`src/sv/fwtm_pkg.sv`:
```
package fwtm_pkg;

  // Configuration port
  localparam int CFG_IDX_W  = 4;
  localparam int CFG_DATA_W = 24;

  localparam logic [CFG_IDX_W-1:0] CFG_LEFT_BIAS      = 4'd0;
  localparam logic [CFG_IDX_W-1:0] CFG_LEFT_SCALE     = 4'd1;
  localparam logic [CFG_IDX_W-1:0] CFG_RIGHT_BIAS     = 4'd2;
  localparam logic [CFG_IDX_W-1:0] CFG_RIGHT_SCALE    = 4'd3;
  localparam logic [CFG_IDX_W-1:0] CFG_MODE_THRESHOLD = 4'd4;
  localparam logic [CFG_IDX_W-1:0] CFG_FILTER_COEFF   = 4'd5;
  localparam logic [CFG_IDX_W-1:0] CFG_DAMPING_GAIN   = 4'd6;
  localparam logic [CFG_IDX_W-1:0] CFG_LOCK_GAIN      = 4'd7;

  localparam logic [11:0] RST_LEFT_BIAS      = 12'd2048;
  localparam logic [15:0] RST_LEFT_SCALE     = 16'd8192;
  localparam logic [11:0] RST_RIGHT_BIAS     = 12'd2048;
  localparam logic [15:0] RST_RIGHT_SCALE    = 16'd8192;
  localparam logic [15:0] RST_MODE_THRESHOLD = 16'd8192;
  localparam logic [15:0] RST_FILTER_COEFF   = 16'd6554;
  localparam logic [23:0] RST_DAMPING_GAIN   = 24'd336;
  localparam logic [15:0] RST_LOCK_GAIN      = 16'd25736;

  // Split weights, Q0.16
  localparam logic [16:0] COEF_REAR_DRIFT  = 17'd52429;
  localparam logic [16:0] COEF_FRONT_DRIFT = 17'd13107;
  localparam logic [16:0] COEF_HALF        = 17'd32768;
  localparam logic [16:0] Q16_ONE          = 17'h10000;

  // Shared multiply-accumulate widths
  localparam int A_W   = 27;
  localparam int B_W   = 25;
  localparam int P_W   = A_W + B_W;
  localparam int ACC_W = P_W + 1;
  localparam int RES_W = 29;

  typedef logic [1:0] shift_sel_t;
  localparam shift_sel_t SH_12 = 2'd0;
  localparam shift_sel_t SH_14 = 2'd1;
  localparam shift_sel_t SH_16 = 2'd2;
  localparam shift_sel_t SH_26 = 2'd3;

  typedef struct packed {
    logic       en;
    logic       start;
    shift_sel_t shift;
  } mac_ctl_t;

  typedef struct packed {
    logic [11:0]        left_sample;
    logic [11:0]        right_sample;
    logic [15:0]        mode_sample;
    logic signed [23:0] speed_front_right;
    logic signed [23:0] speed_front_left;
    logic signed [23:0] speed_back_right;
    logic signed [23:0] speed_back_left;
    logic               ready_front_right;
    logic               ready_front_left;
    logic               ready_back_right;
    logic               ready_back_left;
  } in_word_t;

  typedef struct packed {
    logic signed [23:0] drive_front_right;
    logic signed [23:0] drive_front_left;
    logic signed [23:0] drive_back_right;
    logic signed [23:0] drive_back_left;
    logic signed [23:0] total_demand;
    logic               drift_active;
    logic               enable;
  } out_word_t;

  typedef struct packed {
    logic [11:0] left_bias;
    logic [15:0] left_scale;
    logic [11:0] right_bias;
    logic [15:0] right_scale;
    logic [15:0] mode_threshold;
    logic [15:0] filter_coeff;
    logic [23:0] damping_gain;
    logic [15:0] lock_gain;
  } cfg_t;

endpackage

```
`src/sv/fwtm_mac.sv`:
```
module fwtm_mac (
  input  logic                                clk,
  input  fwtm_pkg::mac_ctl_t                  ctl,
  input  logic signed [fwtm_pkg::A_W-1:0]     op_a,
  input  logic signed [fwtm_pkg::B_W-1:0]     op_b,
  output logic signed [fwtm_pkg::RES_W-1:0]   res
);

  logic signed [fwtm_pkg::P_W-1:0]   prod;
  logic signed [fwtm_pkg::ACC_W-1:0] acc_r;
  logic signed [fwtm_pkg::ACC_W-1:0] acc_nxt;
  logic signed [fwtm_pkg::ACC_W-1:0] half;
  logic signed [fwtm_pkg::ACC_W-1:0] shifted;

  assign prod = op_a * op_b;

  // Rounding bias for round-half-up, loaded at the start of a group
  always_comb begin
    unique case (ctl.shift)
      fwtm_pkg::SH_12: half = fwtm_pkg::ACC_W'(2048);
      fwtm_pkg::SH_14: half = fwtm_pkg::ACC_W'(8192);
      fwtm_pkg::SH_16: half = fwtm_pkg::ACC_W'(32768);
      fwtm_pkg::SH_26: half = fwtm_pkg::ACC_W'(33554432);
    endcase
  end

  assign acc_nxt = (ctl.start ? half : acc_r)
                 + {{(fwtm_pkg::ACC_W - fwtm_pkg::P_W){prod[fwtm_pkg::P_W-1]}}, prod};

  always_comb begin
    unique case (ctl.shift)
      fwtm_pkg::SH_12: shifted = acc_nxt >>> 12;
      fwtm_pkg::SH_14: shifted = acc_nxt >>> 14;
      fwtm_pkg::SH_16: shifted = acc_nxt >>> 16;
      fwtm_pkg::SH_26: shifted = acc_nxt >>> 26;
    endcase
  end

  assign res = shifted[fwtm_pkg::RES_W-1:0];

  always_ff @(posedge clk) begin
    if (ctl.en) begin
      acc_r <= acc_nxt;
    end
  end

endmodule

```
`config.mk`:
```
export PLATFORM = sky130hd
export DESIGN_NAME = fwtm_mac
export DESIGN_NICKNAME = d
export VERILOG_FILES = /design/src/sv/fwtm_pkg.sv /design/src/sv/fwtm_mac.sv
export SDC_FILE = /design/constraint.sdc
export NUM_CORES = 2
export LEC_CHECK = 0
export ABC_AREA = 1
export BUFFER_PORTS_ARGS = -buffer_cell sky130_fd_sc_hd__buf_2
export CAP_MARGIN = 20
export CORE_UTILIZATION = 54
export CTS_CLUSTER_SIZE = 16
export DETAILED_ROUTE_END_ITERATION = 10
export GPL_TIMING_DRIVEN = 0
export PLACE_DENSITY = 0.74
export SETUP_SLACK_MARGIN = 0.2
export SYNTH_ARGS = -nofsm -noshare
export SYNTH_HDL_FRONTEND = slang
export SYNTH_SLANG_ARGS = --single-unit
```
`constraint.sdc`:
```
create_clock -name clk -period 19.1 [get_ports clk]
set_clock_uncertainty 0.05 [all_clocks]
set_input_delay 4.775 -clock clk [delete_from_list [all_inputs] [get_ports clk]]
set_output_delay 4.775 -clock clk [all_outputs]
set_load 0.1 [all_outputs]
```
==> reports/qor.csv <==
metric;value;unit
Reg2Reg Launch Point;acc_r[0];
flip-flop cell with the highest count after synthesis;edfxtp_1;
simple logic cell fraction of the synthesized area;20.20;%
post-synthesis mux area share;0;%
required time at the worst-slack endpoint;14280;ps
die footprint;0.06132;mm^2
fin worst setup slack;567.4;ps
type of the most critical hold path;reg -> reg;
number of maximum-capacitance constraint violations;0;
total track usage;35.39;%
Reg-to-Reg End;acc_r[50];
average via count per standard cell;5.304;
sinks on the clock net;53;
cell at the slowest stage of the critical path;fa_1;
final cell count without fillers;5223;
share of Yosys cell area claimed by the top area cell type;43.32;%
Netlist cell types;44;
TritonCTS clock tree;built;
Hold Vio Cnt, Final;0;
reg-to-reg slack, setup;15960;ps
number of max-slew violations in the final report;0;
start point of the worst hold path;acc_r[0];
Slowest Stage Delay on Critical Path;550;ps
Worst Tran Pin Value;886.1;ps
RSZ-0062 raised after global routing;no;
largest registers in the final layout;acc_r: 53 flops;
vias in the first global route;28551;
status;finished, violations left;
Final min period;18530;ps
Hold Path Stages;3;
clock-pin transition on the worst setup and hold timing paths;70;ps
pin count of the biggest net entering global routing;33;
average detailed-routed wire length per instance;19.64;um
area of the mapped netlist;0.03258;mm^2
number of buffer cells added on primary ports;33;
fraction of the mapped netlist area in adder cells;50.92;%
average cell area after synthesis;7.394;um^2
sequential area share after synthesis;4.885;%
wire length of the first global-routing pass;161.6;mm
Pre-Repair DR Iteration Count;11;
Synth Net Count;5366;
max reg flops;53;
core footprint;0.05935;mm^2
half-perimeter wire length after placement;89.10;mm
EDFF count, synth;53;
most common cell after layout, fill and taps aside;inv_1;
share of the synthesized area in compound gates (AO/OA/AOI/OAI);4.313;%
Worst setup SP type;primary input;
htree depth;2;
cells on worst reg2reg path;15;
layout cells sized above 1;5.685;%
number of DRC markers in iteration 0;2564;
Die H;247.6;um
maximum clock rate;53.96;MHz
Final Net Count;5409;
TritonCTS buffer count;5;
WP data arrival;13710;ps
antenna diode instance count;0;
Warnings, synthesis;0;
violations in the final reports;design-rule violations;
most used cells in the layout excluding fill and tap cells;1326 x inv_1, 1130 x nand2_1, 700 x fa_1;
xor and xnor area share after synthesis;2.339;%
largest fanout on the critical path;10;
most flop-heavy register;acc_r;
clock latency of the later-clocked register in the worst-skew pair;320;ps
filler instances;5671;
top area cells in the synthesized netlist;fa_1 43%, inv_1 15%, nand2_1 13%, ha_1 7.6%, edfxtp_1 4.9%;
largest buffer count on any clock path;2;
type of the worst setup path;in -> out;
post-synthesis cell type with the largest combined area;fa_1;
Total Wirelength;102.6;mm
share of async-settable or async-resettable flops after synthesis;0;%
DRC viols;3;
number of antenna violations at the first check in global routing;0;
relative slew slack;40.93;%
number of placed instances, taps included;5213;
global route total overflow;0;
relative area change from synthesis to final layout;5.012;%
routability cong.;1.044;
worst min-delay path endpoint;acc_r[0];
number of routed nets with antenna violations;0;
horizontal die dimension;247.6;um
number of synthesized register bits;53;
count of mapped cells out of synthesis;4406;
Initial Util;54.89;%
count of pins on the block boundary;86;
endpoint class of the critical path;output port;
DP Worst Slack;-336.8;ps
cell chosen for the clock root;clkbuf_16;
number of vias after detailed routing;27701;
largest family of logic cells by synthesized area;adder cells;
number of standard-cell rows in the floorplan;89;
share of the cycle needed by the critical path after routing;97.03;%
final setup violation count;0;
Yosys cell counts (3+ instances only):
master    number
a21boi_0       4
a21o_1        14
a21oi_1      121
a21oi_2        5
a31oi_1        6
and2_1        22
clkbuf_1     169
edfxtp_1      53
fa_1         705
ha_1         198
inv_1       1326
inv_2          6
nand2_1     1130
nand2_2        8
nand3_1      121
nand3_2        6
nand3b_1      10
nand4_1       42
nor2_1       239
nor2_2         5
nor3_1        14
nor4_1         3
o211ai_1       4
o21ai_0       54
o21ai_1        8
o21ai_2        3
o21bai_1      20
or2_2         10
xnor2_1       27
xor2_1        47
xor2_2         6
critical path: cells and delay by family:
kind	cells	cell delay (ps)
xor gates and xnor gates	1	140
buffers and inverters	10	1430
AOI/OAI and AO/OA	3	720
and+or+nand+nor	13	2210
adders and majority gates	9	4390
kinds of logic (layout without fill, tap and decap cells):
| logic type | after synthesis | after routing |
|---|---|---|
| AND/OR/NAND/NOR | 1617 | 1617 |
| XOR/XNOR | 81 | 81 |
| flip-flops | 53 | 53 |
| adder cells (fa/ha/maj) | 903 | 903 |
| AO/OA/AOI/OAI | 247 | 247 |
| buffers and inverters | 1505 | 1549 |
timing repair:
action                     4_1_cts  5_1_grt
setup endpoints to repair       24       24
cloned                           0        0
hold buffers                     0        0
pin swaps                        0        1
setup buffers                    0        2
gates resized for setup        102      201
how the worst max path moves through the flow:
stage,start,endpoint
after floorplan,op_a[26],res[27]
after global placement,op_b[18],res[7]
after detailed placement,op_b[8],res[27]
after CTS,op_a[26],res[27]
after global routing,op_a[15],res[13]
final,op_b[16],res[7]
final cells by class:
cell class | count | area (um^2) | area share (%)
multi-input cells | 2848 | 25370 | 74.14
inverters | 1334 | 5007 | 14.64
flip-flops and latches | 53 | 1592 | 4.652
well taps | 773 | 967.2 | 2.827
plain buffers | 171 | 915.9 | 2.677
repair buffers | 36 | 224.0 | 0.6546
clock buffers | 7 | 132.6 | 0.3877
clock inverters | 1 | 7.507 | 0.02194
routing by layer:
metal  vias to the layer above  GRT usage (%)  wire length [um]
met2                      1470          55.29             45330
met5                         -              0                 0
met1                     13254          46.71             39300
li1                      12636              -                 -
met3                       341          6.055             10550
met4                         0          20.06              7371
per-stage QoR:
stage          hold WS, ps  TNS (ps)  utilization, %  cell area [um^2]
6_report             627.8         0           57.64             34210
5_1_grt              658.2         0           57.64             34210
4_1_cts              625.6         0           57.31             34020
3_5_place_dp         607.6     -1988           56.85             33740
3_3_place_gp         603.6     -1888           56.80             33710
2_1_floorplan        588.3         0               -             32580
Power is not shown: default switching activity piles up to over one toggle a cycle in this logic, so the estimate is an artifact.
