<file path="config.mk">
export PLATFORM = sky130hd
export DESIGN_NAME = fwtm_regs_flat
export DESIGN_NICKNAME = d
export VERILOG_FILES = /design/src/sv/fwtm_pkg.sv /design/src/sv/fwtm_cfg_if.sv /design/src/sv/fwtm_regs.sv /design/src/flat_wrapper.sv
export SDC_FILE = /design/constraint.sdc
export NUM_CORES = 1
export LEC_CHECK = 0
export ABC_AREA = 1
export BUFFER_PORTS_ARGS = -buffer_cell sky130_fd_sc_hd__buf_2
export CAP_MARGIN = 20
export CORE_UTILIZATION = 40
export CTS_CLUSTER_SIZE = 28
export DETAILED_ROUTE_END_ITERATION = 16
export GPL_TIMING_DRIVEN = 0
export PLACE_DENSITY = 0.74
export REMOVE_ABC_BUFFERS = 1
export SLEW_MARGIN = 20
export SYNTH_ARGS = -nofsm -noshare
export SYNTH_HDL_FRONTEND = slang
export SYNTH_SLANG_ARGS = --single-unit
</file>
<file path="constraint.sdc">
create_clock -name clk -period 1.1 [get_ports clk]
set_input_delay 0.22 -clock clk [delete_from_list [all_inputs] [get_ports clk]]
set_output_delay 0.22 -clock clk [all_outputs]
set_load 0.05 [all_outputs]
</file>
<file path="src/sv/fwtm_pkg.sv">
package fwtm_pkg;

  // Configuration port
  localparam int CFG_IDX_W  = 4;
  localparam int CFG_DATA_W = 24;

  localparam logic [CFG_IDX_W-1:0] CFG_LEFT_BIAS      = 4'd0;
  localparam logic [CFG_IDX_W-1:0] CFG_LEFT_SCALE     = 4'd1;
  localparam logic [CFG_IDX_W-1:0] CFG_RIGHT_BIAS     = 4'd2;
  localparam logic [CFG_IDX_W-1:0] CFG_RIGHT_SCALE    = 4'd3;
  localparam logic [CFG_IDX_W-1:0] CFG_MODE_THRESHOLD = 4'd4;
  localparam logic [CFG_IDX_W-1:0] CFG_FILTER_COEFF   = 4'd5;
  localparam logic [CFG_IDX_W-1:0] CFG_DAMPING_GAIN   = 4'd6;
  localparam logic [CFG_IDX_W-1:0] CFG_LOCK_GAIN      = 4'd7;

  localparam logic [11:0] RST_LEFT_BIAS      = 12'd2048;
  localparam logic [15:0] RST_LEFT_SCALE     = 16'd8192;
  localparam logic [11:0] RST_RIGHT_BIAS     = 12'd2048;
  localparam logic [15:0] RST_RIGHT_SCALE    = 16'd8192;
  localparam logic [15:0] RST_MODE_THRESHOLD = 16'd8192;
  localparam logic [15:0] RST_FILTER_COEFF   = 16'd6554;
  localparam logic [23:0] RST_DAMPING_GAIN   = 24'd336;
  localparam logic [15:0] RST_LOCK_GAIN      = 16'd25736;

  // Split weights, Q0.16
  localparam logic [16:0] COEF_REAR_DRIFT  = 17'd52429;
  localparam logic [16:0] COEF_FRONT_DRIFT = 17'd13107;
  localparam logic [16:0] COEF_HALF        = 17'd32768;
  localparam logic [16:0] Q16_ONE          = 17'h10000;

  // Shared multiply-accumulate widths
  localparam int A_W   = 27;
  localparam int B_W   = 25;
  localparam int P_W   = A_W + B_W;
  localparam int ACC_W = P_W + 1;
  localparam int RES_W = 29;

  typedef logic [1:0] shift_sel_t;
  localparam shift_sel_t SH_12 = 2'd0;
  localparam shift_sel_t SH_14 = 2'd1;
  localparam shift_sel_t SH_16 = 2'd2;
  localparam shift_sel_t SH_26 = 2'd3;

  typedef struct packed {
    logic       en;
    logic       start;
    shift_sel_t shift;
  } mac_ctl_t;

  typedef struct packed {
    logic [11:0]        left_sample;
    logic [11:0]        right_sample;
    logic [15:0]        mode_sample;
    logic signed [23:0] speed_front_right;
    logic signed [23:0] speed_front_left;
    logic signed [23:0] speed_back_right;
    logic signed [23:0] speed_back_left;
    logic               ready_front_right;
    logic               ready_front_left;
    logic               ready_back_right;
    logic               ready_back_left;
  } in_word_t;

  typedef struct packed {
    logic signed [23:0] drive_front_right;
    logic signed [23:0] drive_front_left;
    logic signed [23:0] drive_back_right;
    logic signed [23:0] drive_back_left;
    logic signed [23:0] total_demand;
    logic               drift_active;
    logic               enable;
  } out_word_t;

  typedef struct packed {
    logic [11:0] left_bias;
    logic [15:0] left_scale;
    logic [11:0] right_bias;
    logic [15:0] right_scale;
    logic [15:0] mode_threshold;
    logic [15:0] filter_coeff;
    logic [23:0] damping_gain;
    logic [15:0] lock_gain;
  } cfg_t;

endpackage

</file>
<file path="src/sv/fwtm_cfg_if.sv">
interface fwtm_cfg_if;
  logic                            valid;
  logic                            ready;
  logic [fwtm_pkg::CFG_IDX_W-1:0]  index;
  logic [fwtm_pkg::CFG_DATA_W-1:0] data;

  modport source (output valid, output index, output data, input ready);
  modport sink   (input valid, input index, input data, output ready);
endinterface

</file>
<file path="src/sv/fwtm_regs.sv">
module fwtm_regs (
  input  logic           clk,
  input  logic           rst_n,
  fwtm_cfg_if.sink       cfg_ch,
  output fwtm_pkg::cfg_t cfg
);

  fwtm_pkg::cfg_t cfg_r;

  assign cfg_ch.ready = 1'b1;
  assign cfg          = cfg_r;

  always_ff @(posedge clk) begin
    if (!rst_n) begin
      cfg_r.left_bias      <= fwtm_pkg::RST_LEFT_BIAS;
      cfg_r.left_scale     <= fwtm_pkg::RST_LEFT_SCALE;
      cfg_r.right_bias     <= fwtm_pkg::RST_RIGHT_BIAS;
      cfg_r.right_scale    <= fwtm_pkg::RST_RIGHT_SCALE;
      cfg_r.mode_threshold <= fwtm_pkg::RST_MODE_THRESHOLD;
      cfg_r.filter_coeff   <= fwtm_pkg::RST_FILTER_COEFF;
      cfg_r.damping_gain   <= fwtm_pkg::RST_DAMPING_GAIN;
      cfg_r.lock_gain      <= fwtm_pkg::RST_LOCK_GAIN;
    end else if (cfg_ch.valid && cfg_ch.ready) begin
      unique case (cfg_ch.index)
        fwtm_pkg::CFG_LEFT_BIAS:      cfg_r.left_bias      <= cfg_ch.data[11:0];
        fwtm_pkg::CFG_LEFT_SCALE:     cfg_r.left_scale     <= cfg_ch.data[15:0];
        fwtm_pkg::CFG_RIGHT_BIAS:     cfg_r.right_bias     <= cfg_ch.data[11:0];
        fwtm_pkg::CFG_RIGHT_SCALE:    cfg_r.right_scale    <= cfg_ch.data[15:0];
        fwtm_pkg::CFG_MODE_THRESHOLD: cfg_r.mode_threshold <= cfg_ch.data[15:0];
        fwtm_pkg::CFG_FILTER_COEFF:   cfg_r.filter_coeff   <= cfg_ch.data[15:0];
        fwtm_pkg::CFG_DAMPING_GAIN:   cfg_r.damping_gain   <= cfg_ch.data[23:0];
        fwtm_pkg::CFG_LOCK_GAIN:      cfg_r.lock_gain      <= cfg_ch.data[15:0];
        default: begin
        end
      endcase
    end
  end

endmodule

</file>
<file path="src/flat_wrapper.sv">
// flat-port wrapper written by rule: the top's interface ports become plain ports
module fwtm_regs_flat 
  (clk, rst_n, cfg, cfg_ch_valid, cfg_ch_index, cfg_ch_data, cfg_ch_ready);
  fwtm_cfg_if cfg_ch_i ();
  input  logic clk;
  input  logic rst_n;
  output fwtm_pkg::cfg_t cfg;
  input wire logic [$bits(cfg_ch_i.valid)-1:0] cfg_ch_valid;
  input wire logic [$bits(cfg_ch_i.index)-1:0] cfg_ch_index;
  input wire logic [$bits(cfg_ch_i.data)-1:0] cfg_ch_data;
  output wire logic [$bits(cfg_ch_i.ready)-1:0] cfg_ch_ready;
  assign cfg_ch_i.valid = cfg_ch_valid;
  assign cfg_ch_i.index = cfg_ch_index;
  assign cfg_ch_i.data = cfg_ch_data;
  assign cfg_ch_ready = cfg_ch_i.ready;
  fwtm_regs u_core (.clk(clk), .rst_n(rst_n), .cfg_ch(cfg_ch_i), .cfg(cfg));
endmodule
</file>
==> impl_metrics.tcl <==
set metrics [dict create \
    outcome "finished with violations" \
    failing_checks "negative setup slack" \
    timing.final.ws_setup_ns -0.0406 \
    clkLatencyLatePin_ns 0.41 \
    fin_total_pwr_mw 11.3 \
    yosys_warnings 0 \
    ys_seq_area_frac 0.508 \
    drt-initial-drc-count 410 \
    max_transition_viols_final 0 \
    gpl.final_weighted_congestion 0.741 \
    antenna_cells 0 \
    cell_row_count 40 \
    endpoint_kind "output pin" \
    layout.filler_cells 925 \
    critical_path_arrival_ns 0.92 \
    tritoncts "built" \
    dpl.hpwl_microns 8500 \
    hold_viol 0 \
    timing.critical_path.fanout_max 2 \
    grt_start_max_net_pins 106 \
    synth_cells 738 \
    final_common_cell "sky130_fd_sc_hd__nor2_1" \
    whs_endpoint "u_core.cfg[118]" \
    worstPathBufferInverterCount 1 \
    worstMarginPinSlew_ns 0.523 \
    hold-path-cell-count 3 \
    slowest_delay_ns 0.36 \
    worst_r2r_endpoint "u_core.cfg[29]" \
    count_of_endpoints_failing_setup_in_the_final_report 128 \
    instances_no_fill 1101 \
    clock_sinks 128 \
    clk_pin_slew_ns 0.05 \
    largest_reg_flops 128 \
    skew_ns 0 \
    cts-root-to-sink-buffers 2 \
    clock_tree.htree_level_count 4 \
    die-height_microns 114 \
    avgViaCountPerCell 4.80 \
    r2r_setup_slack_ns 0.26 \
    leakage_nw 3.85 \
    grt_remaining_overflow 0 \
    synth_cell_type_count 14 \
    slowest_cp_cell "sky130_fd_sc_hd__dfxtp_2" \
    syn_area_sq_mm 0.00505 \
    worstPathRequired_ns 0.88 \
    grt_setup_unrepaired "true" \
    ys_ff_latch 128 \
    syn_area_per_cell_sq_um 6.84 \
    beginning_of_the_critical_path "u_core.cfg[127]" \
    drc_errors 0 \
    worstRegToRegCells 4 \
    routed_wire_length_per_instance_microns 16.0 \
    layout_common_cells "sky130_fd_sc_hd__nor2_1, sky130_fd_sc_hd__nand2_1, sky130_fd_sc_hd__dfxtp_2" \
    drive_gt1_frac 0.404 \
    placedCellCount 1023 \
    ff_latch_area_sq_mm 0.00272 \
    timing.critical_path.max_delay_family "flip-flops" \
    pwr_density_cell_mw_per_mm2 1350 \
    number_of_antenna_violations_at_the_first_check_in_global_routing 0 \
    post_route_antenna_net_violation_count 0 \
    grt_pass1_wl_microns 25900 \
    wl_microns 17600 \
    hold_path.startpoint "cfg_ch_data[2]" \
    holdCritPathClass "input port to register" \
    nets 957 \
    clk_root_buffer_cell "sky130_fd_sc_hd__clkbuf_16" \
    max_clock_freq_ghz 0.877 \
    die_footprint_sq_mm 0.0131 \
    path_cells "buf_8" \
    reg2reg_from "u_core.cfg[29]" \
    pin_count 160 \
    floorplan.initialDensity 0.415 \
    grt_pass1_vias 4932 \
    max_cap_violations 0 \
    ir_worst_vdd_mv 0.997 \
    timing.max_slew.rel_slack 0.651 \
    holdBufCountCts 0 \
    dieWidth_microns 114 \
    core_region_area_sq_mm 0.0122 \
    multi_input_area_sq_mm 0.00226 \
    worst_setup_path_start_kind "register" \
    cts-buffers-inserted 17 \
    criticalPathCategory "register to output pin" \
    grt_use_total 0.266 \
    first_pass_iters 5 \
    number_of_buffer_cells_added_on_primary_ports 158 \
    final.min_clock_period_ns 1.14 \
    post-route-period-util 1.04 \
    detailroute.via_count 5289 \
    area_delta_synth_final_pct 65.7 \
]
==> synthesized netlist by cell type <==
library cell                 n  area, sq um
sky130_fd_sc_hd__buf_2      17         85.1
sky130_fd_sc_hd__buf_4       3         22.5
sky130_fd_sc_hd__clkbuf_1   22         82.6
sky130_fd_sc_hd__conb_1      1         3.75
sky130_fd_sc_hd__dfxtp_1   128         2560
sky130_fd_sc_hd__inv_1      55          206
sky130_fd_sc_hd__nand2_1   220          826
sky130_fd_sc_hd__nand3_1    23          115
sky130_fd_sc_hd__nand3_4     1         17.5
sky130_fd_sc_hd__nand4_1    28          175
sky130_fd_sc_hd__nor2_1    222          833
sky130_fd_sc_hd__nor2_2      1         6.26
sky130_fd_sc_hd__nor2_4      4         45.0
sky130_fd_sc_hd__o21ai_0    13         65.1
==> per-stage QoR <==
| step | area, sq um | hold slack [ns] | setup WS [ns] | TNS [ns] | utilization |
|---|---|---|---|---|---|
| after floorplan | 4860 | 0.305 | -0.916 | -56.45 | - |
| after global placement | 5860 | 0.435 | -2.11 | -193.16 | 0.482 |
| after detailed placement | 5910 | 0.443 | -1.25 | -133.31 | 0.486 |
| after CTS | 8050 | 0.0480 | -0.0534 | -3.74 | 0.662 |
| after global routing | 8360 | 0.0678 | -0.0715 | -6.33 | 0.687 |
| final | 8360 | 0.0714 | -0.0406 | -2.24 | 0.687 |
==> worst max-delay path by stage <==
stage	end	slack, ns	cells past startpoint
final	cfg[127]	-0.04	1
after global placement	u_core.cfg[68]	-2.11	6
after global routing	cfg[47]	-0.07	1
after floorplan	u_core.cfg[72]	-0.92	4
after CTS	cfg[99]	-0.05	1
after detailed placement	u_core.cfg[26]	-1.25	6
==> cell families (layout without fill, tap and decap cells) <==
family,Yosys count,in the layout,share of synthesized area
flip-flops,128,128,0.508
AND/OR/NAND/NOR,499,508,0.400
AO/OA/AOI/OAI,13,13,0.0129
other,1,1,0.000743
buffers and inverters,97,283,0.0786
==> routing by layer <==
layer	vias up	wire [microns]	share of wire	track usage
li1	2618	-	-	-
met2	207	8750	0.50	0.446
met5	-	0	0	0
met3	33	1400	0.079	0.0958
met1	2431	7180	0.41	0.318
met4	0	313	0.018	0.0797
==> layout make-up <==
cell class,count,share of cell area
tap,168,0.0251
inverter,55,0.0247
multi-input combinational,522,0.270
clock buffer,25,0.0605
timing repair buffer,202,0.294
clock inverter,1,0.000599
sequential,128,0.326
==> power by group <==
part / total [mW] / leakage (nW) / switching [mW] / internal, mW
Clock: 4.98 / 0.253 / 1.88 / 3.10
Sequential: 4.86 / 1.08 / 0.0913 / 4.77
Combinational: 1.43 / 2.52 / 0.927 / 0.498
==> worst reg2reg max path: cells and delay by family (launching register included) <==
kind | cells | cell delay (ns)
and+or+nand+nor | 2 | 0.15
DFF | 1 | 0.33
buffers and inverters | 2 | 0.25
==> repair_timing <==
action                     in CTS  in global routing
resized for setup             462                 53
pin swaps                      13                  1
setup buffers                  30                 13
hold endpoints to repair        0                  0
cloned                          8                  1
setup endpoints to repair     256                212
No activity file was read; power rests on OpenSTA's default activity.
