## src/sv/fwtm_pkg.sv

```systemverilog
package fwtm_pkg;

  // Configuration port
  localparam int CFG_IDX_W  = 4;
  localparam int CFG_DATA_W = 24;

  localparam logic [CFG_IDX_W-1:0] CFG_LEFT_BIAS      = 4'd0;
  localparam logic [CFG_IDX_W-1:0] CFG_LEFT_SCALE     = 4'd1;
  localparam logic [CFG_IDX_W-1:0] CFG_RIGHT_BIAS     = 4'd2;
  localparam logic [CFG_IDX_W-1:0] CFG_RIGHT_SCALE    = 4'd3;
  localparam logic [CFG_IDX_W-1:0] CFG_MODE_THRESHOLD = 4'd4;
  localparam logic [CFG_IDX_W-1:0] CFG_FILTER_COEFF   = 4'd5;
  localparam logic [CFG_IDX_W-1:0] CFG_DAMPING_GAIN   = 4'd6;
  localparam logic [CFG_IDX_W-1:0] CFG_LOCK_GAIN      = 4'd7;

  localparam logic [11:0] RST_LEFT_BIAS      = 12'd2048;
  localparam logic [15:0] RST_LEFT_SCALE     = 16'd8192;
  localparam logic [11:0] RST_RIGHT_BIAS     = 12'd2048;
  localparam logic [15:0] RST_RIGHT_SCALE    = 16'd8192;
  localparam logic [15:0] RST_MODE_THRESHOLD = 16'd8192;
  localparam logic [15:0] RST_FILTER_COEFF   = 16'd6554;
  localparam logic [23:0] RST_DAMPING_GAIN   = 24'd336;
  localparam logic [15:0] RST_LOCK_GAIN      = 16'd25736;

  // Split weights, Q0.16
  localparam logic [16:0] COEF_REAR_DRIFT  = 17'd52429;
  localparam logic [16:0] COEF_FRONT_DRIFT = 17'd13107;
  localparam logic [16:0] COEF_HALF        = 17'd32768;
  localparam logic [16:0] Q16_ONE          = 17'h10000;

  // Shared multiply-accumulate widths
  localparam int A_W   = 27;
  localparam int B_W   = 25;
  localparam int P_W   = A_W + B_W;
  localparam int ACC_W = P_W + 1;
  localparam int RES_W = 29;

  typedef logic [1:0] shift_sel_t;
  localparam shift_sel_t SH_12 = 2'd0;
  localparam shift_sel_t SH_14 = 2'd1;
  localparam shift_sel_t SH_16 = 2'd2;
  localparam shift_sel_t SH_26 = 2'd3;

  typedef struct packed {
    logic       en;
    logic       start;
    shift_sel_t shift;
  } mac_ctl_t;

  typedef struct packed {
    logic [11:0]        left_sample;
    logic [11:0]        right_sample;
    logic [15:0]        mode_sample;
    logic signed [23:0] speed_front_right;
    logic signed [23:0] speed_front_left;
    logic signed [23:0] speed_back_right;
    logic signed [23:0] speed_back_left;
    logic               ready_front_right;
    logic               ready_front_left;
    logic               ready_back_right;
    logic               ready_back_left;
  } in_word_t;

  typedef struct packed {
    logic signed [23:0] drive_front_right;
    logic signed [23:0] drive_front_left;
    logic signed [23:0] drive_back_right;
    logic signed [23:0] drive_back_left;
    logic signed [23:0] total_demand;
    logic               drift_active;
    logic               enable;
  } out_word_t;

  typedef struct packed {
    logic [11:0] left_bias;
    logic [15:0] left_scale;
    logic [11:0] right_bias;
    logic [15:0] right_scale;
    logic [15:0] mode_threshold;
    logic [15:0] filter_coeff;
    logic [23:0] damping_gain;
    logic [15:0] lock_gain;
  } cfg_t;

endpackage

```

## src/sv/fwtm_core.sv

```systemverilog
module fwtm_core (
  input  logic                              clk,
  input  logic                              rst_n,
  input  logic                              start,
  input  fwtm_pkg::in_word_t                in_word,
  input  fwtm_pkg::cfg_t                    cfg,
  input  logic                              out_free,
  output logic                              busy,
  output logic                              done,
  output fwtm_pkg::out_word_t               result,
  output fwtm_pkg::mac_ctl_t                mac_ctl,
  output logic signed [fwtm_pkg::A_W-1:0]   op_a,
  output logic signed [fwtm_pkg::B_W-1:0]   op_b,
  input  logic signed [fwtm_pkg::RES_W-1:0] res
);

  localparam logic S_IDLE = 1'b0;
  localparam logic S_RUN  = 1'b1;

  localparam logic [4:0] STEP_LX         = 5'd0;
  localparam logic [4:0] STEP_RX         = 5'd1;
  localparam logic [4:0] STEP_LF_OLD     = 5'd2;
  localparam logic [4:0] STEP_LF_NEW     = 5'd3;
  localparam logic [4:0] STEP_RF_OLD     = 5'd4;
  localparam logic [4:0] STEP_RF_NEW     = 5'd5;
  localparam logic [4:0] STEP_MF_OLD     = 5'd6;
  localparam logic [4:0] STEP_MF_NEW     = 5'd7;
  localparam logic [4:0] STEP_DAMP       = 5'd8;
  localparam logic [4:0] STEP_TOTAL      = 5'd9;
  localparam logic [4:0] STEP_REAR       = 5'd10;
  localparam logic [4:0] STEP_FRONT      = 5'd11;
  localparam logic [4:0] STEP_TERM_FR    = 5'd12;
  localparam logic [4:0] STEP_TERM_FL    = 5'd13;
  localparam logic [4:0] STEP_TERM_BR    = 5'd14;
  localparam logic [4:0] STEP_TERM_BL    = 5'd15;
  localparam logic [4:0] STEP_LAST_WHEEL = 5'd16;
  localparam logic [4:0] STEP_DONE       = 5'd17;

  function automatic logic signed [23:0] sat24(input logic signed [29:0] v);
    if (v > 30'sd8388607) begin
      return 24'sh7FFFFF;
    end else if (v < -30'sd8388608) begin
      return 24'sh800000;
    end
    return v[23:0];
  endfunction

  logic                      state_r, state_nxt;
  logic [4:0]                step_r, step_nxt;
  fwtm_pkg::in_word_t        word_r;
  logic signed [24:0]        sf_r, sb_r;
  logic signed [25:0]        s_r;
  logic signed [24:0]        sf_in, sb_in;
  logic signed [16:0]        lx_r, rx_r;
  logic signed [23:0]        lf_r, rf_r, mf_r;
  logic signed [23:0]        d_r, total_r, rear_r, front_r;
  logic                      drift_r;
  logic signed [28:0]        term_r;
  logic signed [23:0]        wheel_r [4];

  logic signed [12:0]        l_diff, r_diff;
  logic [16:0]               omc;
  logic [1:0]                term_idx, wheel_idx;
  logic signed [23:0]        term_speed;
  logic signed [24:0]        term_axle;
  logic signed [26:0]        speed4, axle2, s27, lock_d;
  logic signed [27:0]        demand_diff;
  logic signed [29:0]        wheel_sum;
  logic signed [23:0]        wheel_split;
  logic                      drift_hit;
  logic                      wheel_wr;

  // Axle sums at capture
  assign sf_in = {in_word.speed_front_right[23], in_word.speed_front_right}
               + {in_word.speed_front_left[23], in_word.speed_front_left};
  assign sb_in = {in_word.speed_back_right[23], in_word.speed_back_right}
               + {in_word.speed_back_left[23], in_word.speed_back_left};

  assign l_diff = $signed({1'b0, word_r.left_sample}) - $signed({1'b0, cfg.left_bias});
  assign r_diff = $signed({1'b0, word_r.right_sample}) - $signed({1'b0, cfg.right_bias});
  assign omc    = fwtm_pkg::Q16_ONE - {1'b0, cfg.filter_coeff};

  // Lock term operand for the wheel under work
  assign term_idx = step_r[1:0];
  always_comb begin
    unique case (term_idx)
      2'd0: term_speed = word_r.speed_front_right;
      2'd1: term_speed = word_r.speed_front_left;
      2'd2: term_speed = word_r.speed_back_right;
      2'd3: term_speed = word_r.speed_back_left;
    endcase
  end
  assign term_axle = term_idx[1] ? sb_r : sf_r;
  assign speed4    = {term_speed[23], term_speed, 2'b00};
  assign axle2     = {term_axle[24], term_axle, 1'b0};
  assign s27       = {s_r[25], s_r};
  assign lock_d    = drift_r ? (axle2 - speed4) : (s27 - speed4);

  assign demand_diff = {{4{rf_r[23]}}, rf_r} - {{4{lf_r[23]}}, lf_r} - {{4{d_r[23]}}, d_r};
  assign drift_hit   = mf_r > $signed({8'b0, cfg.mode_threshold});

  // Wheel finish trails the lock term by one step
  assign wheel_idx   = step_r[1:0] - 2'd1;
  assign wheel_split = wheel_idx[1] ? rear_r : front_r;
  assign wheel_sum   = {{6{wheel_split[23]}}, wheel_split} + {term_r[28], term_r};
  assign wheel_wr    = (state_r == S_RUN) && (step_r >= STEP_TERM_FL)
                    && (step_r <= STEP_LAST_WHEEL);

  // Sequencer
  always_comb begin
    state_nxt = state_r;
    step_nxt  = step_r;
    done      = 1'b0;
    unique case (state_r)
      S_IDLE: begin
        if (start) begin
          state_nxt = S_RUN;
          step_nxt  = STEP_LX;
        end
      end
      S_RUN: begin
        if (step_r == STEP_DONE) begin
          if (out_free) begin
            done      = 1'b1;
            state_nxt = S_IDLE;
          end
        end else begin
          step_nxt = step_r + 5'd1;
        end
      end
    endcase
  end

  assign busy = (state_r == S_RUN);

  // Operand selection for the shared unit
  always_comb begin
    mac_ctl = '0;
    op_a    = '0;
    op_b    = '0;
    if (state_r == S_RUN) begin
      unique case (step_r)
        STEP_LX: begin
          mac_ctl = '{en: 1'b1, start: 1'b1, shift: fwtm_pkg::SH_12};
          op_a    = {{14{l_diff[12]}}, l_diff};
          op_b    = {9'b0, cfg.left_scale};
        end
        STEP_RX: begin
          mac_ctl = '{en: 1'b1, start: 1'b1, shift: fwtm_pkg::SH_12};
          op_a    = {{14{r_diff[12]}}, r_diff};
          op_b    = {9'b0, cfg.right_scale};
        end
        STEP_LF_OLD: begin
          mac_ctl = '{en: 1'b1, start: 1'b1, shift: fwtm_pkg::SH_16};
          op_a    = {{3{lf_r[23]}}, lf_r};
          op_b    = {8'b0, omc};
        end
        STEP_LF_NEW: begin
          mac_ctl = '{en: 1'b1, start: 1'b0, shift: fwtm_pkg::SH_16};
          op_a    = {{10{lx_r[16]}}, lx_r};
          op_b    = {9'b0, cfg.filter_coeff};
        end
        STEP_RF_OLD: begin
          mac_ctl = '{en: 1'b1, start: 1'b1, shift: fwtm_pkg::SH_16};
          op_a    = {{3{rf_r[23]}}, rf_r};
          op_b    = {8'b0, omc};
        end
        STEP_RF_NEW: begin
          mac_ctl = '{en: 1'b1, start: 1'b0, shift: fwtm_pkg::SH_16};
          op_a    = {{10{rx_r[16]}}, rx_r};
          op_b    = {9'b0, cfg.filter_coeff};
        end
        STEP_MF_OLD: begin
          mac_ctl = '{en: 1'b1, start: 1'b1, shift: fwtm_pkg::SH_16};
          op_a    = {{3{mf_r[23]}}, mf_r};
          op_b    = {8'b0, omc};
        end
        STEP_MF_NEW: begin
          mac_ctl = '{en: 1'b1, start: 1'b0, shift: fwtm_pkg::SH_16};
          op_a    = {11'b0, word_r.mode_sample};
          op_b    = {9'b0, cfg.filter_coeff};
        end
        STEP_DAMP: begin
          mac_ctl = '{en: 1'b1, start: 1'b1, shift: fwtm_pkg::SH_26};
          op_a    = {s_r[25], s_r};
          op_b    = {1'b0, cfg.damping_gain};
        end
        STEP_REAR: begin
          mac_ctl = '{en: 1'b1, start: 1'b1, shift: fwtm_pkg::SH_16};
          op_a    = {{3{total_r[23]}}, total_r};
          op_b    = {8'b0, (drift_r ? fwtm_pkg::COEF_REAR_DRIFT : fwtm_pkg::COEF_HALF)};
        end
        STEP_FRONT: begin
          mac_ctl = '{en: 1'b1, start: 1'b1, shift: fwtm_pkg::SH_16};
          op_a    = {{3{total_r[23]}}, total_r};
          op_b    = {8'b0, (drift_r ? fwtm_pkg::COEF_FRONT_DRIFT : fwtm_pkg::COEF_HALF)};
        end
        STEP_TERM_FR, STEP_TERM_FL, STEP_TERM_BR, STEP_TERM_BL: begin
          mac_ctl = '{en: 1'b1, start: 1'b1, shift: fwtm_pkg::SH_14};
          op_a    = lock_d;
          op_b    = {9'b0, cfg.lock_gain};
        end
        default: begin
        end
      endcase
    end
  end

  // Control and filter state
  always_ff @(posedge clk) begin
    if (!rst_n) begin
      state_r <= S_IDLE;
      step_r  <= STEP_LX;
      lf_r    <= '0;
      rf_r    <= '0;
      mf_r    <= '0;
    end else begin
      state_r <= state_nxt;
      step_r  <= step_nxt;
      if (state_r == S_RUN) begin
        if (step_r == STEP_LF_NEW) lf_r <= res[23:0];
        if (step_r == STEP_RF_NEW) rf_r <= res[23:0];
        if (step_r == STEP_MF_NEW) mf_r <= res[23:0];
      end
    end
  end

  // Working registers
  always_ff @(posedge clk) begin
    if (state_r == S_IDLE && start) begin
      word_r <= in_word;
      sf_r   <= sf_in;
      sb_r   <= sb_in;
      s_r    <= {sf_in[24], sf_in} + {sb_in[24], sb_in};
    end
    if (state_r == S_RUN) begin
      unique case (step_r)
        STEP_LX:    lx_r <= res[16:0];
        STEP_RX:    rx_r <= res[16:0];
        STEP_DAMP:  d_r  <= res[23:0];
        STEP_TOTAL: begin
          total_r <= sat24({{2{demand_diff[27]}}, demand_diff} <<< 1);
          drift_r <= drift_hit;
        end
        STEP_REAR:  rear_r  <= res[23:0];
        STEP_FRONT: front_r <= res[23:0];
        STEP_TERM_FR, STEP_TERM_FL, STEP_TERM_BR, STEP_TERM_BL: term_r <= res;
        default: begin
        end
      endcase
    end
    if (wheel_wr) begin
      wheel_r[wheel_idx] <= sat24(wheel_sum);
    end
  end

  assign result.drive_front_right = wheel_r[0];
  assign result.drive_front_left  = wheel_r[1];
  assign result.drive_back_right  = wheel_r[2];
  assign result.drive_back_left   = wheel_r[3];
  assign result.total_demand      = total_r;
  assign result.drift_active      = drift_r;
  assign result.enable            = word_r.ready_front_right & word_r.ready_front_left
                                  & word_r.ready_back_right & word_r.ready_back_left;

endmodule

```

## config.mk

```make
export PLATFORM = sky130hd
export DESIGN_NAME = fwtm_core
export DESIGN_NICKNAME = d
export VERILOG_FILES = /design/src/sv/fwtm_pkg.sv /design/src/sv/fwtm_core.sv
export SDC_FILE = /design/constraint.sdc
export NUM_CORES = 1
export LEC_CHECK = 0
export ABC_AREA = 1
export BUFFER_PORTS_ARGS = -buffer_cell sky130_fd_sc_hd__buf_2
export CAP_MARGIN = 10
export CORE_ASPECT_RATIO = 1.4
export CORE_UTILIZATION = 45
export CTS_BUF_LIST = sky130_fd_sc_hd__clkbuf_8
export CTS_CLUSTER_SIZE = 25
export DETAILED_ROUTE_END_ITERATION = 7
export PLACE_DENSITY_LB_ADDON = 0.25
export SETUP_SLACK_MARGIN = 0.4
export SYNTH_ARGS = -nofsm -noshare
export SYNTH_HDL_FRONTEND = slang
export SYNTH_SLANG_ARGS = --single-unit
```

## constraint.sdc

```tcl
create_clock -name clk -period 6.6 [get_ports clk]
set_input_delay 0 -clock clk [delete_from_list [all_inputs] [get_ports clk]]
set_output_delay 0 -clock clk [all_outputs]
set_load 0.05 [all_outputs]
```

==> results by group <==
Layout
  – Fill cells: 6346
  – Final std cells w/o fill: 5432
  – Layout area overhead: 25.7%
  – Fraction of layout instances using a drive strength above 1: 15.6%
  – Area of the multi-input gates: 14500 sq um
  – Final Instance Area: 40500 sq um
  – Storage cell area: 15700 sq um
  – Nets@finish: 4950

Floorplan
  – # IOs: 481
  – Row Count: 115
  – Core area: 70500 sq um
  – Full die area: 72700 sq um
  – Initial core utilization: 45.7%
  – Chip Height: 319 um
  – Die width: 228 um

Power and ir drop
  – Internal power: 0.00662 W
  – PnR Total Power: 0.00991 W
  – P_leak: 18.0 nW
  – Clk pwr share: 32.5%
  – Comb pwr share: 26.2%
  – Seq pwr share: 41.3%
  – Cell area power density: 244 nW/um^2
  – VDD IR-drop max: 0.161 mV
  – Switch share: 33.2%
  – Switching power total: 0.00329 W

STA
  – Slew headroom: 19.6%
  – Post-layout minimum cycle time: 5.76 ns
  – Worst Max-Slew Pin Slew: 1.20 ns
  – Fin worst setup slack: 0.835 ns
  – Fin crit share: 87.3%
  – Hold Fails Final Rpt: 0
  – Max-slew violation count: 0
  – Fmax achieved: 173 MHz
  – # setup viols final: 0
  – Final setup TNS: 0 ns
  – Fin Clk Skew: 0.0384 ns
  – RSZ-0062 raised after global routing: false

Synthesis
  – Synth Cell Area: 32200 sq um
  – Post-Syn Nets: 4148
  – Post-Syn Area per Cell: 8.93 sq um
  – Synth unique cells: 58
  – Post-synthesis sequential area ratio: 48.8%
  – Synth top area share: 44.0%
  – Top cells by area, synth: edfxtp_1, nand2_1, ha_1
  – Yosys Warn Count: 0
  – Number of flops mapped to enable cells by yosys: 472
  – Synth Instances: 3612
  – Synth Flop Type: edfxtp_1
  – Flops & latches, synth: 550
  – Cell accounting for the most synthesized area: edfxtp_1
  – Asr flop ratio synth: 0%

Clock network
  – Clock Pin Slew Worst Setup and Hold Paths: 0.06 ns
  – Post-CTS Resized: 0
  – Num CTS Buffers: 90
  – CTS tree: built
  – Clock Latency Late Sink: 0.73 ns
  – Clock sink count: 550
  – CTS HTree Levels: 3
  – CTS Root Cell: clkbuf_8
  – Clock Tree Buf Depth: 3
  – Postcts setup bufs: 0

Route
  – 1st-iter DRT viols: 2399
  – DRC viols: 0
  – Vias per inst: 5.48
  – First-pass detailed-route iteration total: 6
  – WL final: 123000 um
  – Vias: 29800
  – Drt wl/cell: 22.6 um
  – Antenna-violating nets left: 0

Min path
  – Path type of the worst min-delay path: input pin to flip-flop
  – Hold path depth: 2
  – Hold_sp: in_word[74]

Worst setup path
  – Critical Path Start Type: flip-flop
  – Worst-path cell chain: buf_4 > clkinv_1 > buf_4 > ha_1 > inv_1 > nand2_1 > o22ai_1 > ha_1 > nand2_1 > inv_1 > a21oi_1 > o21ai_0 > nand2_1 > nand2_1 > o21ai_0 > nand3_1 > nor2_1 > nor2_1 > buf_2
  – Master of the slowest instance on the critical path: o21ai_0
  – Crit path from: step_r[1]
  – Largest stage delay on the critical path: 0.51 ns
  – Worst-path maximum fanout: 31
  – Crit Reg-Reg Startpoint: step_r[1]
  – Reg2reg path depth: 20
  – Cell mode on critical path: nand2_1
  – Worst EP arrival: 5.76 ns
  – Kind of critical path: flip-flop to output pin
  – CP endpoint kind: output pin
  – Req. time, crit path: 6.60 ns

Place
  – Placement Cell Area: 35700 sq um
  – Post-DP HPWL: 93500 um
  – Post-Place Setup Slack: 1.60 ns
  – Buffers on Ports: 479
  – Placed cells: 4969
  – Routability cong.: 1.03

GRT
  – Met2 Track Usage GR: 60.9%
  – Grt total ovfl: 0
  – M1 GR Usage: 34.6%
  – M3 GR Usage: 4.60%
  – First-pass GRT wire length: 180000 um
  – Antenna violations before repair: 9
  – Gr busiest metal: met2
  – Total track usage: 33.2%
  – Largest net degree at the start of global routing: 146
  – Via count of the first global-routing pass: 30200

Run
  – MaxCap Viol Count: 0

Run status
  – Status: complete, no violations
routing by layer:
layer  wire [um]  vias up
met5          32        -
met3        7110      385
met1       42900    14000
met4        9250        4
li1            -    14000
met2       63400     1312
logic make-up (layout without fill, tap and decap cells):
kind of cell               Yosys count  count (layout)  share of synthesized area, %
adders and majority gates          235             235                          9.84
buffers and inverters              543            1423                          6.53
other                                1               5                        0.0116
DFF                                550             550                          48.8
xor gates and xnor gates           111             111                          3.04
AOI/OAI and AO/OA                  719             719                          13.1
and+or+nand+nor                   1453            1453                          18.6
power groups by stage:
stage	sequential [W]	clock (W)	combinational [W]
2_1_floorplan	0.00416	0	0.00158
3_3_place_gp	0.00416	0	0.00239
3_5_place_dp	0.00417	0	0.00240
4_1_cts	0.00409	0.00325	0.00254
5_1_grt	0.00410	0.00341	0.00281
6_report	0.00409	0.00322	0.00259
worst paths after layout:
kind / end / slack, ns
max reg2reg: wheel_r[3][9] / 1.64
min: word_r[74] / 0.04
min reg2reg: mf_r[21] / 0.47
max: op_a[11] / 0.84
placed cells by master (no fill, tap or decap), types with 52 or more instances in the layout:
cell           instances
a21oi_1              252
buf_2                479
clkbuf_8              98
dfxtp_1               78
dlygate4sd3_1        289
edfxtp_1             472
ha_1                 204
inv_1                456
nand2_1              851
nand3_1              157
nor2_1               298
o21ai_0              210
o22ai_1               52
xor2_1                68
stage by stage:
stage	util (%)	hold slack [ns]
floorplan	-	0.0989
global placement	50.7	0.177
detailed placement	50.7	0.178
CTS	57.5	0.000957
global route	57.5	0.0151
finish	57.5	0.0404
critical path: cells and delay by family, from the launching register on:
kind	cells	cell delay (ns)
flip-flops	1	0.31
AO/OA/AOI/OAI	4	1.41
adder cells (fa/ha/maj)	2	0.66
AND/OR/NAND/NOR	7	1.00
buffers and inverters	6	1.62
Yosys cell counts (all sizes together) (2+ instances only):
cell type,n
a22oi,8
a21boi,6
a221oi,30
nand3b,11
buf,32
dfxtp,78
o31ai,3
a31oi,26
nor3b,2
xor2,69
o311ai,2
nor3,51
o21bai,22
o21a,9
and3,2
a2111oi,7
o211ai,8
nor2,313
nand3,158
xnor2,42
a21oi,253
a22o,27
o22ai,52
nand2,861
or2,3
fa,31
inv,446
o2111ai,7
edfxtp,472
nor4,12
a21o,28
nand4,40
a211oi,7
ha,204
clkinv,4
clkbuf,61
o221ai,6
o21ai,215
flip-flops by register name, summed over array words and instances, names as in the netlist, 24 cells and up:
register	cells
front_r	24
s_r	26
wheel_r	96
sf_r	25
sb_r	25
word_r	140
d_r	24
rf_r	24
mf_r	24
total_r	24
rear_r	24
lf_r	24
term_r	29
repair_timing:
item	4_1_cts	5_1_grt
setup endpoints to repair	0	0
hold buffers	289	0
hold endpoints to repair	400	0
layout make-up:
cell class	count	share of cell area, %
diodes	4	0.0247
clock inverters	72	1.41
flip-flops and latches	550	38.8
clock buffers	98	3.33
well taps	936	2.89
repair buffers	803	13.7
inverters	450	4.18
multi-input cells	2519	35.7
(Power assumes the default switching activity.)
